===== config.mk =====
export PLATFORM = sky130hd
export DESIGN_NAME = mtm_ctrl
export DESIGN_NICKNAME = d
export VERILOG_FILES = /design/src/mtm_pkg.sv /design/src/mtm_ctrl.sv
export SDC_FILE = /design/constraint.sdc
export NUM_CORES = 1
export LEC_CHECK = 0
export BUFFER_PORTS_ARGS = -buffer_cell sky130_fd_sc_hd__buf_2
export CAP_MARGIN = 20
export CORE_UTILIZATION = 45
export DETAILED_ROUTE_END_ITERATION = 16
export GPL_TIMING_DRIVEN = 0
export PLACE_DENSITY = 0.75
export SYNTH_ARGS = -nofsm -noshare
export SYNTH_HDL_FRONTEND = slang
export SYNTH_SLANG_ARGS = --single-unit

===== constraint.sdc =====
create_clock -name clk -period 2.9 [get_ports clk]
set_input_delay 0.145 -clock clk [delete_from_list [all_inputs] [get_ports clk]]
set_output_delay 0.145 -clock clk [all_outputs]
set_load 0.05 [all_outputs]

===== src/mtm_pkg.sv =====
// Shared types, opcodes and constants of the memory-to-memory machine.
package mtm_pkg;

  localparam int MEM_DEPTH_DEF = 65536;

  localparam logic [7:0] STOP_CODE = 8'h08;

  localparam logic [1:0] OP_WR = 2'd0;
  localparam logic [1:0] OP_RD = 2'd1;
  localparam logic [1:0] OP_EX = 2'd2;

  localparam logic [7:0] OPC_MOV  = 8'h00;
  localparam logic [7:0] OPC_CMP  = 8'h01;
  localparam logic [7:0] OPC_SKIP = 8'h06;
  localparam logic [7:0] OPC_JNZ  = 8'h07;
  localparam logic [7:0] OPC_HLTL = 8'h08;
  localparam logic [7:0] OPC_HLTH = 8'hFB;
  localparam logic [7:0] OPC_FC   = 8'hFC;
  localparam logic [7:0] OPC_FD   = 8'hFD;
  localparam logic [7:0] OPC_FE   = 8'hFE;

  localparam logic [2:0] LEN_MOV   = 3'd5;
  localparam logic [2:0] LEN_CMP   = 3'd7;
  localparam logic [2:0] OPND_LAST = 3'd6;

  typedef struct packed {
    logic [1:0]  op;
    logic [15:0] mem_addr;
    logic [7:0]  wr_byte;
  } mtm_in_t;

  typedef struct packed {
    logic [7:0]  rd_byte;
    logic [15:0] prog_counter;
    logic        is_halted;
    logic [7:0]  last_opcode;
  } mtm_out_t;

  typedef struct packed {
    logic        en;
    logic        we;
    logic [15:0] addr;
    logic [7:0]  wdata;
  } mtm_mreq_t;

  function automatic logic is_stop(input logic [7:0] opc);
    return (opc >= OPC_HLTL) && (opc <= OPC_HLTH);
  endfunction

  // pc advance seen at fetch; operand opcodes give the first operand offset
  function automatic logic [2:0] pc_step(input logic [7:0] opc);
    logic [2:0] s;
    if (opc <= OPC_JNZ) begin
      s = 3'd1;
    end else if (opc <= OPC_HLTH) begin
      s = 3'd0;
    end else if (opc == OPC_FC || opc == OPC_FE) begin
      s = 3'd5;
    end else if (opc == OPC_FD) begin
      s = 3'd7;
    end else begin
      s = 3'd3;
    end
    return s;
  endfunction

endpackage


===== src/mtm_ctrl.sv =====
// Sequencer: clearing pass, byte access and instruction execution over one port.
module mtm_ctrl import mtm_pkg::*; #(
  parameter int MEM_DEPTH = MEM_DEPTH_DEF
) (
  input  logic       clk,
  input  logic       rst_n,
  input  logic       in_valid,
  output logic       in_ready,
  input  mtm_in_t    in_data,
  output logic       res_valid,
  input  logic       res_ready,
  output mtm_out_t   res_data,
  output mtm_mreq_t  mreq,
  input  logic [7:0] rdata
);

  localparam int AW = $clog2(MEM_DEPTH);

  typedef enum logic [3:0] {
    ST_CLEAR, ST_IDLE, ST_RDW, ST_FETCH, ST_OPND, ST_DATA, ST_DATB, ST_DATC, ST_DONE
  } state_t;

  state_t        state_r, state_nxt;
  logic [AW-1:0] clr_r, clr_nxt;
  logic [15:0]   pc_r, pc_nxt;
  logic          halt_r, halt_nxt;
  logic [2:0]    k_r, k_nxt;
  logic [47:0]   opr_r, opr_nxt;
  logic [7:0]    d1_r, d1_nxt;
  logic [7:0]    opc_r, opc_nxt;
  logic [7:0]    rd_r, rd_nxt;
  logic [2:0]    offs;
  logic [15:0]   sum;
  logic [15:0]   a1, a2, a3;

  // shared address adder
  assign sum = pc_r + 16'(offs);
  assign a1  = opr_r[15:0];
  assign a2  = opr_r[31:16];
  assign a3  = opr_r[47:32];

  always_comb begin
    state_nxt = state_r;
    clr_nxt   = clr_r;
    pc_nxt    = pc_r;
    halt_nxt  = halt_r;
    k_nxt     = k_r;
    opr_nxt   = opr_r;
    d1_nxt    = d1_r;
    opc_nxt   = opc_r;
    rd_nxt    = rd_r;
    offs      = 3'd0;
    mreq      = '0;
    in_ready  = 1'b0;
    res_valid = 1'b0;
    case (state_r)
      ST_CLEAR: begin
        mreq.en    = 1'b1;
        mreq.we    = 1'b1;
        mreq.addr  = 16'(clr_r);
        mreq.wdata = STOP_CODE;
        clr_nxt    = clr_r + AW'(1);
        if (clr_r == AW'(MEM_DEPTH - 1)) begin
          state_nxt = ST_IDLE;
        end
      end
      ST_IDLE: begin
        in_ready = 1'b1;
        if (in_valid) begin
          rd_nxt  = 8'd0;
          opc_nxt = 8'd0;
          case (in_data.op)
            OP_WR: begin
              mreq.en    = 1'b1;
              mreq.we    = 1'b1;
              mreq.addr  = in_data.mem_addr;
              mreq.wdata = in_data.wr_byte;
              state_nxt  = ST_DONE;
            end
            OP_RD: begin
              mreq.en   = 1'b1;
              mreq.addr = in_data.mem_addr;
              state_nxt = ST_RDW;
            end
            OP_EX: begin
              mreq.en   = 1'b1;
              mreq.addr = pc_r;
              state_nxt = ST_FETCH;
            end
            default: state_nxt = ST_DONE;
          endcase
        end
      end
      ST_RDW: begin
        rd_nxt    = rdata;
        state_nxt = ST_DONE;
      end
      ST_FETCH: begin
        opc_nxt = rdata;
        offs    = pc_step(rdata);
        if (halt_r) begin
          state_nxt = ST_DONE;
        end else if (rdata == OPC_MOV || rdata == OPC_CMP || rdata == OPC_JNZ) begin
          mreq.en   = 1'b1;
          mreq.addr = sum;
          k_nxt     = 3'd1;
          state_nxt = ST_OPND;
        end else begin
          halt_nxt  = is_stop(rdata);
          pc_nxt    = sum;
          state_nxt = ST_DONE;
        end
      end
      ST_OPND: begin
        opr_nxt = {rdata, opr_r[47:8]};
        offs    = k_r + 3'd1;
        if (k_r == OPND_LAST) begin
          state_nxt = ST_DATA;
        end else begin
          mreq.en   = 1'b1;
          mreq.addr = sum;
          k_nxt     = k_r + 3'd1;
        end
      end
      ST_DATA: begin
        mreq.en   = 1'b1;
        mreq.addr = (opc_r == OPC_MOV) ? a2 : a1;
        state_nxt = ST_DATB;
      end
      ST_DATB: begin
        case (opc_r)
          OPC_MOV: begin
            mreq.en    = 1'b1;
            mreq.we    = 1'b1;
            mreq.addr  = a1;
            mreq.wdata = rdata;
            offs       = LEN_MOV;
            pc_nxt     = sum;
            state_nxt  = ST_DONE;
          end
          OPC_CMP: begin
            d1_nxt    = rdata;
            mreq.en   = 1'b1;
            mreq.addr = a2;
            state_nxt = ST_DATC;
          end
          default: begin
            pc_nxt    = (rdata != 8'd0) ? a2 : a3;
            state_nxt = ST_DONE;
          end
        endcase
      end
      ST_DATC: begin
        mreq.en    = 1'b1;
        mreq.we    = 1'b1;
        mreq.addr  = a3;
        mreq.wdata = {7'd0, d1_r < rdata};
        offs       = LEN_CMP;
        pc_nxt     = sum;
        state_nxt  = ST_DONE;
      end
      ST_DONE: begin
        res_valid = 1'b1;
        if (res_ready) begin
          state_nxt = ST_IDLE;
        end
      end
      default: state_nxt = ST_IDLE;
    endcase
  end

  always_ff @(posedge clk) begin
    if (!rst_n) begin
      state_r <= ST_CLEAR;
      clr_r   <= '0;
      pc_r    <= 16'd0;
      halt_r  <= 1'b0;
    end else begin
      state_r <= state_nxt;
      clr_r   <= clr_nxt;
      pc_r    <= pc_nxt;
      halt_r  <= halt_nxt;
    end
    k_r   <= k_nxt;
    opr_r <= opr_nxt;
    d1_r  <= d1_nxt;
    opc_r <= opc_nxt;
    rd_r  <= rd_nxt;
  end

  assign res_data.rd_byte      = rd_r;
  assign res_data.prog_counter = pc_r;
  assign res_data.is_halted    = halt_r;
  assign res_data.last_opcode  = opc_r;

  a_halt_sticky: assert property (@(posedge clk) disable iff (!rst_n)
    halt_r |=> halt_r)
    else $error("halt flag dropped without reset");

  a_halt_pc: assert property (@(posedge clk) disable iff (!rst_n)
    halt_r |=> $stable(pc_r))
    else $error("pc moved while halted");

  a_pc_states: assert property (@(posedge clk) disable iff (!rst_n)
    (state_r != ST_FETCH && state_r != ST_DATB && state_r != ST_DATC) |=> $stable(pc_r))
    else $error("pc changed outside an update step");

  a_no_early_write: assert property (@(posedge clk) disable iff (!rst_n)
    (state_r == ST_FETCH || state_r == ST_OPND || state_r == ST_DATA) |-> !(mreq.en && mreq.we))
    else $error("memory written before all operands were read");

  a_clear_busy: assert property (@(posedge clk) disable iff (!rst_n)
    (state_r == ST_CLEAR) |-> (!in_ready && !res_valid))
    else $error("channel active during clearing pass");

endmodule


==> metrics.txt, run 1 <==
Cell Pwr Density=~380 mW/mm2; CTS Sinks=roughly 110; Worst-Margin Slew=just under 0.9 ns; Min-Delay Path Depth=1; area occupied by multi-input gates=0.00326 mm2; fillers=about 1100; Final #Nets=around 800; Cell Area, Synth=roughly 0.0062 mm2; synthesized flop and latch total=about 110; top post-synthesis cells by area=edfxtp_1 36%, dfxtp_1 12%, a22oi_1 4.1%; Worst VDD drop=roughly 0.24 mV; first-pass GRT wire length=about 31000 um; CP arrival=about 3.4 ns; most common library cells after synthesis=75 x edfxtp_1, 51 x nor2_1, 41 x nand2_1; vias per cell=approximately 6.3; Register Area=0.00301 mm2; number of flops mapped to enable cells by yosys=75; synthesis-to-layout area growth=29.9%; initial antenna violation count=0; Core Region=0.0133 mm2; fin crit period=3.53 ns; Detailed Place HPWL=roughly 14000 um; max cap viols=0; required time of the critical path=around 2.8 ns; Setup WS pre-CTS=-0.978 ns; Die W=roughly 120 um; outcome=finished, violations left; largest net degree at the start of global routing=just over 50; Worst-path clk slew=0.08 ns; PortBufs=98; setup TNS=-7.40 ns; DIE AREA=about 0.014 mm2; final setup violation count=19; R2R Setup Slk=-0.14 ns; sequential-to-total area share from yosys stat=48.2%; cell total after placement=about 860; vias in the first global route=between 5000 and 6000; num rows=42; Reg-to-Reg End=pc_r[12]; Num CTS Buffers=9; gr usage total=28.7%; DRC=0; Hold/Removal Path Class=in -> reg; Crit. path cell count=11; Fin. Hold Viols=0; hold path endpoint=d1_r[5]; CTS tree=built; crit-path cells=nor4_4 > and3_4 > nor2_4 > o211ai_1 > ha_2 > fa_2 > a21oi_4 > or4b_4 > xnor2_1 > a221o_2 > buf_6; top_reg_cell synth=edfxtp_1; clock skew=0.0108 ns; Routability Congestion=between 0.9 and 1; Avg Cell Area, Syn=around 11 um2; Crit Path Max Fanout=4; hold path startpoint=rdata[5]; worst setup margin=-0.628 ns; post-synth cell types=between 70 and 80; Mapped Cells=589; Buf/Inv on CP=1; critical path's slowest cell=or4b_4; antenna cell count=0; Starting Density=46.5%; Post-synth ARST share=0%; Root Driver=clkbuf_16; Crit path max-delay family=simple AND/OR/NAND/NOR gates; CTS Buffer Depth=2; Setup CP Type=reg -> out; fmax=around 0.28 GHz; CTS H-tree lvls=3; via count=between 5000 and 6000; Rel. slew slack=approximately two fifths; crit path capture type=output pin; Syn. warnings=0; Hold WS=0.0403 ns; WL final=between 20000 and 25000 um; count leader, synth=edfxtp_1; fraction of layout cells with a size suffix above 1=between 30% and 40%; worst r2r src=opc_r[5]; Yosys top cell by area=edfxtp_1; routed length per instance=about 22 um; RSZ-0062 raised after global routing=yes; post-route insts no fill=slightly above 900; antenna viol nets, final=0; CP Launch Type=flip-flop; I/O pin cnt=a little under 100; DRT iter0 DRCs=between 500 and 600; Critical Path Max Stage Delay=between 0.5 and 0.6 ns; R2R depth=13; syn_nets=645; violated checks=setup timing; Tcrit/Tclk final=122%; Slew Limit Fails=0; Pre-antenna DRT Iters=5; GRT overflow=0; worst skew pair latency=~0.37 ns; Die H=~120 um; top-area cell type share of the netlist area=between 30% and 40%; LEAKAGE=between 3 and 4 nW
-- repair_timing --
action	4_1_cts	5_1_grt
setup buffers	32	19
pin swaps	19	23
endpoints found under the setup margin	33	29
gates resized for setup	76	47
hold buffers	0	0
-- final cells by class --
type / count / area share [%]
Buffer: 33 / 2.48
Clock buffer: 9 / 2.79
Clock inverter: 7 / 0.822
Inverter: 18 / 0.868
Multi-Input combinational cell: 420 / 40.4
Sequential cell: 112 / 37.3
Tap cell: 176 / 2.73
Timing Repair Buffer: 149 / 12.6
-- placed cells by master (no fill, tap or decap), types with 7 or more instances in the layout --
cell type | netlist | final
buf_2 | 19 | 98
clkbuf_1 | 14 | 12
buf_4 | 4 | 43
a22oi_1 | 34 | 34
o21ai_1 | 9 | 9
nor2_1 | 51 | 47
nor3_1 | 17 | 14
edfxtp_1 | 75 | 75
a21o_1 | 13 | 11
nand2_1 | 41 | 39
xor2_1 | 14 | 13
dfxtp_1 | 37 | 33
nand4_1 | 10 | 10
nand3_1 | 16 | 13
o211ai_1 | 10 | 10
a221o_2 | 0 | 12
buf_8 | 0 | 10
mux2_2 | 9 | 9
o21ai_0 | 15 | 15
mux2i_1 | 7 | 7
xnor2_1 | 12 | 12
clkbuf_16 | 0 | 9
ha_1 | 17 | 15
a21oi_1 | 22 | 17
a22o_1 | 7 | 7
buf_6 | 1 | 18
inv_1 | 15 | 15
-- state kept, by name, summed over array words and instances, names as in the netlist --
name     count
opr_r       48
clr_r       16
pc_r        16
d1_r         8
opc_r        8
rd_r         8
state_r      4
k_r          3
halt_r       1
-- how the worst max path moves through the flow --
stage / to / slack [ns] / start
3_3_place_gp: mreq[23] / -0.95 / state_r[2]
5_1_grt: mreq[20] / -0.72 / opc_r[6]
2_1_floorplan: mreq[20] / -0.54 / opc_r[2]
6_report: mreq[20] / -0.63 / opc_r[5]
3_5_place_dp: mreq[23] / -0.98 / state_r[2]
4_1_cts: mreq[20] / -0.65 / opc_r[5]
-- cells by family (layout without fill, tap and decap cells) --
| logic type | after synthesis | count (layout) | share of synthesized area, % |
|---|---|---|---|
| and+or+nand+nor | 185 | 185 | 16.3 |
| xor gates and xnor gates | 26 | 26 | 3.67 |
| DFF | 112 | 112 | 48.2 |
| muxes | 16 | 16 | 2.76 |
| adders and majority gates | 18 | 18 | 3.75 |
| AOI/OAI and AO/OA | 175 | 175 | 21.1 |
| buffers and inverters | 57 | 216 | 4.19 |
-- power breakdown --
| group | internal, mW | total [mW] | switching [mW] | leakage, nW |
|---|---|---|---|---|
| clock | 0.602 | 1.25 | 0.644 | 0.141 |
| combinational | 0.0491 | 0.145 | 0.0960 | 2.08 |
| sequential | 1.68 | 1.69 | 0.00406 | 0.978 |
-- through the flow --
step | area [um2] | util (%) | power [mW]
after detailed placement | 7000 | 52.4 | 1.87
after floorplan | 6290 | - | 1.80
final | 8070 | 60.4 | 3.08
after global placement | 7000 | 52.4 | 1.86
after CTS | 7810 | 58.5 | 3.07
after global routing | 8070 | 60.4 | 3.14
-- layer usage --
layer	track usage, %	up-vias	part of all wire (%)
li1	-	2578	-
met1	39.1	2808	41
met2	44.5	342	47
met3	6.03	70	8.4
met4	11.3	0	4.1
met5	0	-	0
-- worst register-to-register path, stage by stage (launching register included) --
cell and delay, ns:
edfxtp_1 0.43, nor4_4 0.35, and3_4 0.26, nor2_4 0.04
o211ai_1 0.14, ha_2 0.26, fa_2 0.24, a21oi_4 0.10
or4b_4 0.55, buf_4 0.16, buf_6 0.11, nor3_2 0.14
a21oi_1 0.05, o22ai_1 0.14
(Power assumes the default switching activity.)
==> run 2: changes to the inputs <==
--- a/config.mk
+++ b/config.mk
@@ -11,6 +11,7 @@
 export DETAILED_ROUTE_END_ITERATION = 16
 export GPL_TIMING_DRIVEN = 0
 export PLACE_DENSITY = 0.75
+export SKIP_LAST_GASP = 1
 export SYNTH_ARGS = -nofsm -noshare
 export SYNTH_HDL_FRONTEND = slang
 export SYNTH_SLANG_ARGS = --single-unit
==> run 2 against run 1 <==
The flow still finishes with violations (setup timing); worst setup slack worse by 0.089 ns; die area did not move; critical path depth is the same; clock skew fell by 0.0015 ns; cell count is 0.54% lower; maximum frequency is 2.5% lower; non-clock buffer count fell by 5; largest cell class unchanged.
==> metrics.txt, run 2 (synthesis results as in run 1) <==
DRC=0 (unchanged); final setup violation count=20 (was 19); Fin. Hold Viols=0 (unchanged); Starting Density=46.5% (unchanged); fillers=1123 (was 1112); Buf/Inv on CP=1 (unchanged); vias in the first global route=5454 (was 5468); Worst VDD drop=0.242 mV (was 0.244 mV); critical path's slowest cell=or4b_4 (unchanged); gr usage total=28.6% (was 28.7%); R2R Setup Slk=-0.18 ns (was -0.14 ns); commonest non-fill, non-tap cells in the layout=97 x buf_2, 75 x edfxtp_1, 46 x nor2_1 (was 98 x buf_2, 75 x edfxtp_1, 47 x nor2_1); commonest non-fill, non-tap cell in the layout=buf_2 (unchanged); Worst-Margin Slew=0.895 ns (was 0.870 ns); Crit Path Max Fanout=4 (unchanged); Flop pwr share=54.8% (about the same); worst r2r src=opc_r[5] (unchanged); vias per cell=6.27 (about the same); R2R depth=13 (unchanged); cts hold-fix bufs=0 (unchanged); Root Driver=clkbuf_16 (unchanged); Critical Path Max Stage Delay=0.58 ns (was 0.54 ns); crit-path cells=nor4_4 > and3_4 > nor2_4 > o211ai_1 > ha_2 > fa_2 > a21oi_4 > or4b_4 > xnor2_2 > a221o_2 > buf_8 (was nor4_4 > and3_4 > nor2_4 > o211ai_1 > ha_2 > fa_2 > a21oi_4 > or4b_4 > xnor2_1 > a221o_2 > buf_6); Cell Pwr Density=384 mW/mm2 (was 382 mW/mm2); Register Area=0.00300 mm2 (was 0.00301 mm2); worst setup margin=-0.717 ns (was -0.628 ns); antenna cell count=0 (unchanged); num rows=42 (unchanged); Min-Delay Path Depth=1 (unchanged); area occupied by multi-input gates=0.00327 mm2 (was 0.00326 mm2); Die W=119 um (unchanged); Crit path max-delay family=simple AND/OR/NAND/NOR gates (unchanged); Hold WS=0.0383 ns (was 0.0403 ns); via count=5762 (was 5798); P_sw=0.742 mW (was 0.744 mW); Num CTS Buffers=9 (unchanged); DIE AREA=0.0143 mm2 (unchanged); setup TNS=-7.72 ns (was -7.40 ns); LEAKAGE=3.15 nW (was 3.19 nW); crit path capture type=output pin (unchanged); clock power share=40.4% (was 40.5%); PortBufs=98 (unchanged); fin crit period=3.62 ns (was 3.53 ns); antenna viol nets, final=0 (unchanged); required time of the critical path=2.76 ns (about the same); I/O pin cnt=99 (unchanged); RSZ-0062 raised after global routing=yes (unchanged); Slew Limit Fails=0 (unchanged); Regs by FF count=opr_r x48, clr_r x16, pc_r x16 (unchanged); switching fraction of total power=24.1% (was 24.2%); Die H=119 um (unchanged); fmax=0.276 GHz (was 0.283 GHz); fraction of layout cells with a size suffix above 1=35.0% (was 35.3%); CP Launch Type=flip-flop (unchanged); routed length per instance=22.3 um (was 22.5 um); outcome=finished, violations left (unchanged); CTS tree=built (unchanged); initial antenna violation count=0 (unchanged); Worst-path clk slew=0.08 ns (about the same); WL final=20500 um (was 20800 um); violated checks=setup timing (unchanged); Hold/Removal Path Class=in -> reg (unchanged); CP arrival=3.47 ns (was 3.38 ns); hold path startpoint=rdata[5] (unchanged); Top reg by flops=opr_r (unchanged); Pre-antenna DRT Iters=6 (was 5); Reg-to-Reg End=pc_r[12] (unchanged); synthesis-to-layout area growth=29.2% (was 29.9%); largest net degree at the start of global routing=51 (unchanged); worst skew pair latency=0.37 ns (about the same); Logic pwr share=4.8% (was 4.7%); Tcrit/Tclk final=125% (was 122%); Routability Congestion=0.944 (unchanged); Rel. slew slack=40.4% (was 42.0%); GRT overflow=0 (unchanged); hold path endpoint=d1_r[5] (unchanged); CTS H-tree lvls=3 (unchanged); CTS Buffer Depth=2 (unchanged); clock skew=0.00935 ns (was 0.0108 ns); first-pass GRT wire length=30800 um (was 30900 um); Core Region=0.0133 mm2 (unchanged); max FFs per register=48 (unchanged); Int Power=2.34 mW (was 2.33 mW); DRT iter0 DRCs=608 (was 566); Setup CP Type=reg -> out (unchanged); max cap viols=0 (unchanged); Detailed Place HPWL=14500 um (unchanged); CTS Sinks=112 (unchanged); Final #Nets=794 (was 799)
[run 2: final cells by class]
| cell class | count | area share (%) |
|---|---|---|
| buffer | 36 | 2.78 |
| sequential | 112 | 37.4 |
| clock inverter | 7 | 0.827 |
| multi-input combinational | 420 | 40.7 |
| timing repair buffer | 141 | 11.8 |
| tap | 176 | 2.75 |
| clock buffer | 9 | 2.81 |
| inverter | 18 | 0.905 |
[run 2: worst max path at each step]
stage / start / end / cells after the start / slack [ns]
after floorplan: opc_r[2] / mreq[20] / 11 / -0.54
after global placement: state_r[2] / mreq[23] / 14 / -0.95
after detailed placement: state_r[2] / mreq[23] / 14 / -0.98
after CTS: opc_r[5] / mreq[20] / 12 / -0.65
after global routing: opc_r[6] / mreq[20] / 11 / -0.80
final: opc_r[5] / mreq[20] / 11 / -0.72
[run 2: power groups by stage]
stage          Clock (mW)  Combinational [mW]  Sequential, mW
3_3_place_gp            0               0.136            1.73
3_5_place_dp            0               0.138            1.73
4_1_cts              1.25               0.140            1.69
2_1_floorplan           0              0.0704            1.73
6_report             1.24               0.148            1.69
5_1_grt              1.30               0.158            1.69
[run 2: what timing repair did]
item,in CTS,in global routing
setup buffers,32,11
setup endpoints to repair,33,29
gates cloned,0,0
pin swaps,19,20
gates resized for setup,75,45
[run 2: routing by layer]
layer  wire length [um]  vias up  global-route usage (%)
met3               1930       61                    5.94
met1               8340     2791                    39.2
met2               9470      338                    44.1
li1                   -     2572                       -
met5                  0        -                       0
met4                751        0                    11.5
[run 2: metrics by stage]
step	std cells	total power [mW]	utilization, %	instance area (um2)	setup WS, ns
finish	919	3.08	60.1	8020	-0.717
global route	919	3.15	60.1	8020	-0.795
detailed placement	863	1.87	52.4	7000	-0.978
global placement	863	1.86	52.4	7000	-0.949
floorplan	589	1.80	-	6290	-0.541
CTS	910	3.07	58.5	7810	-0.653
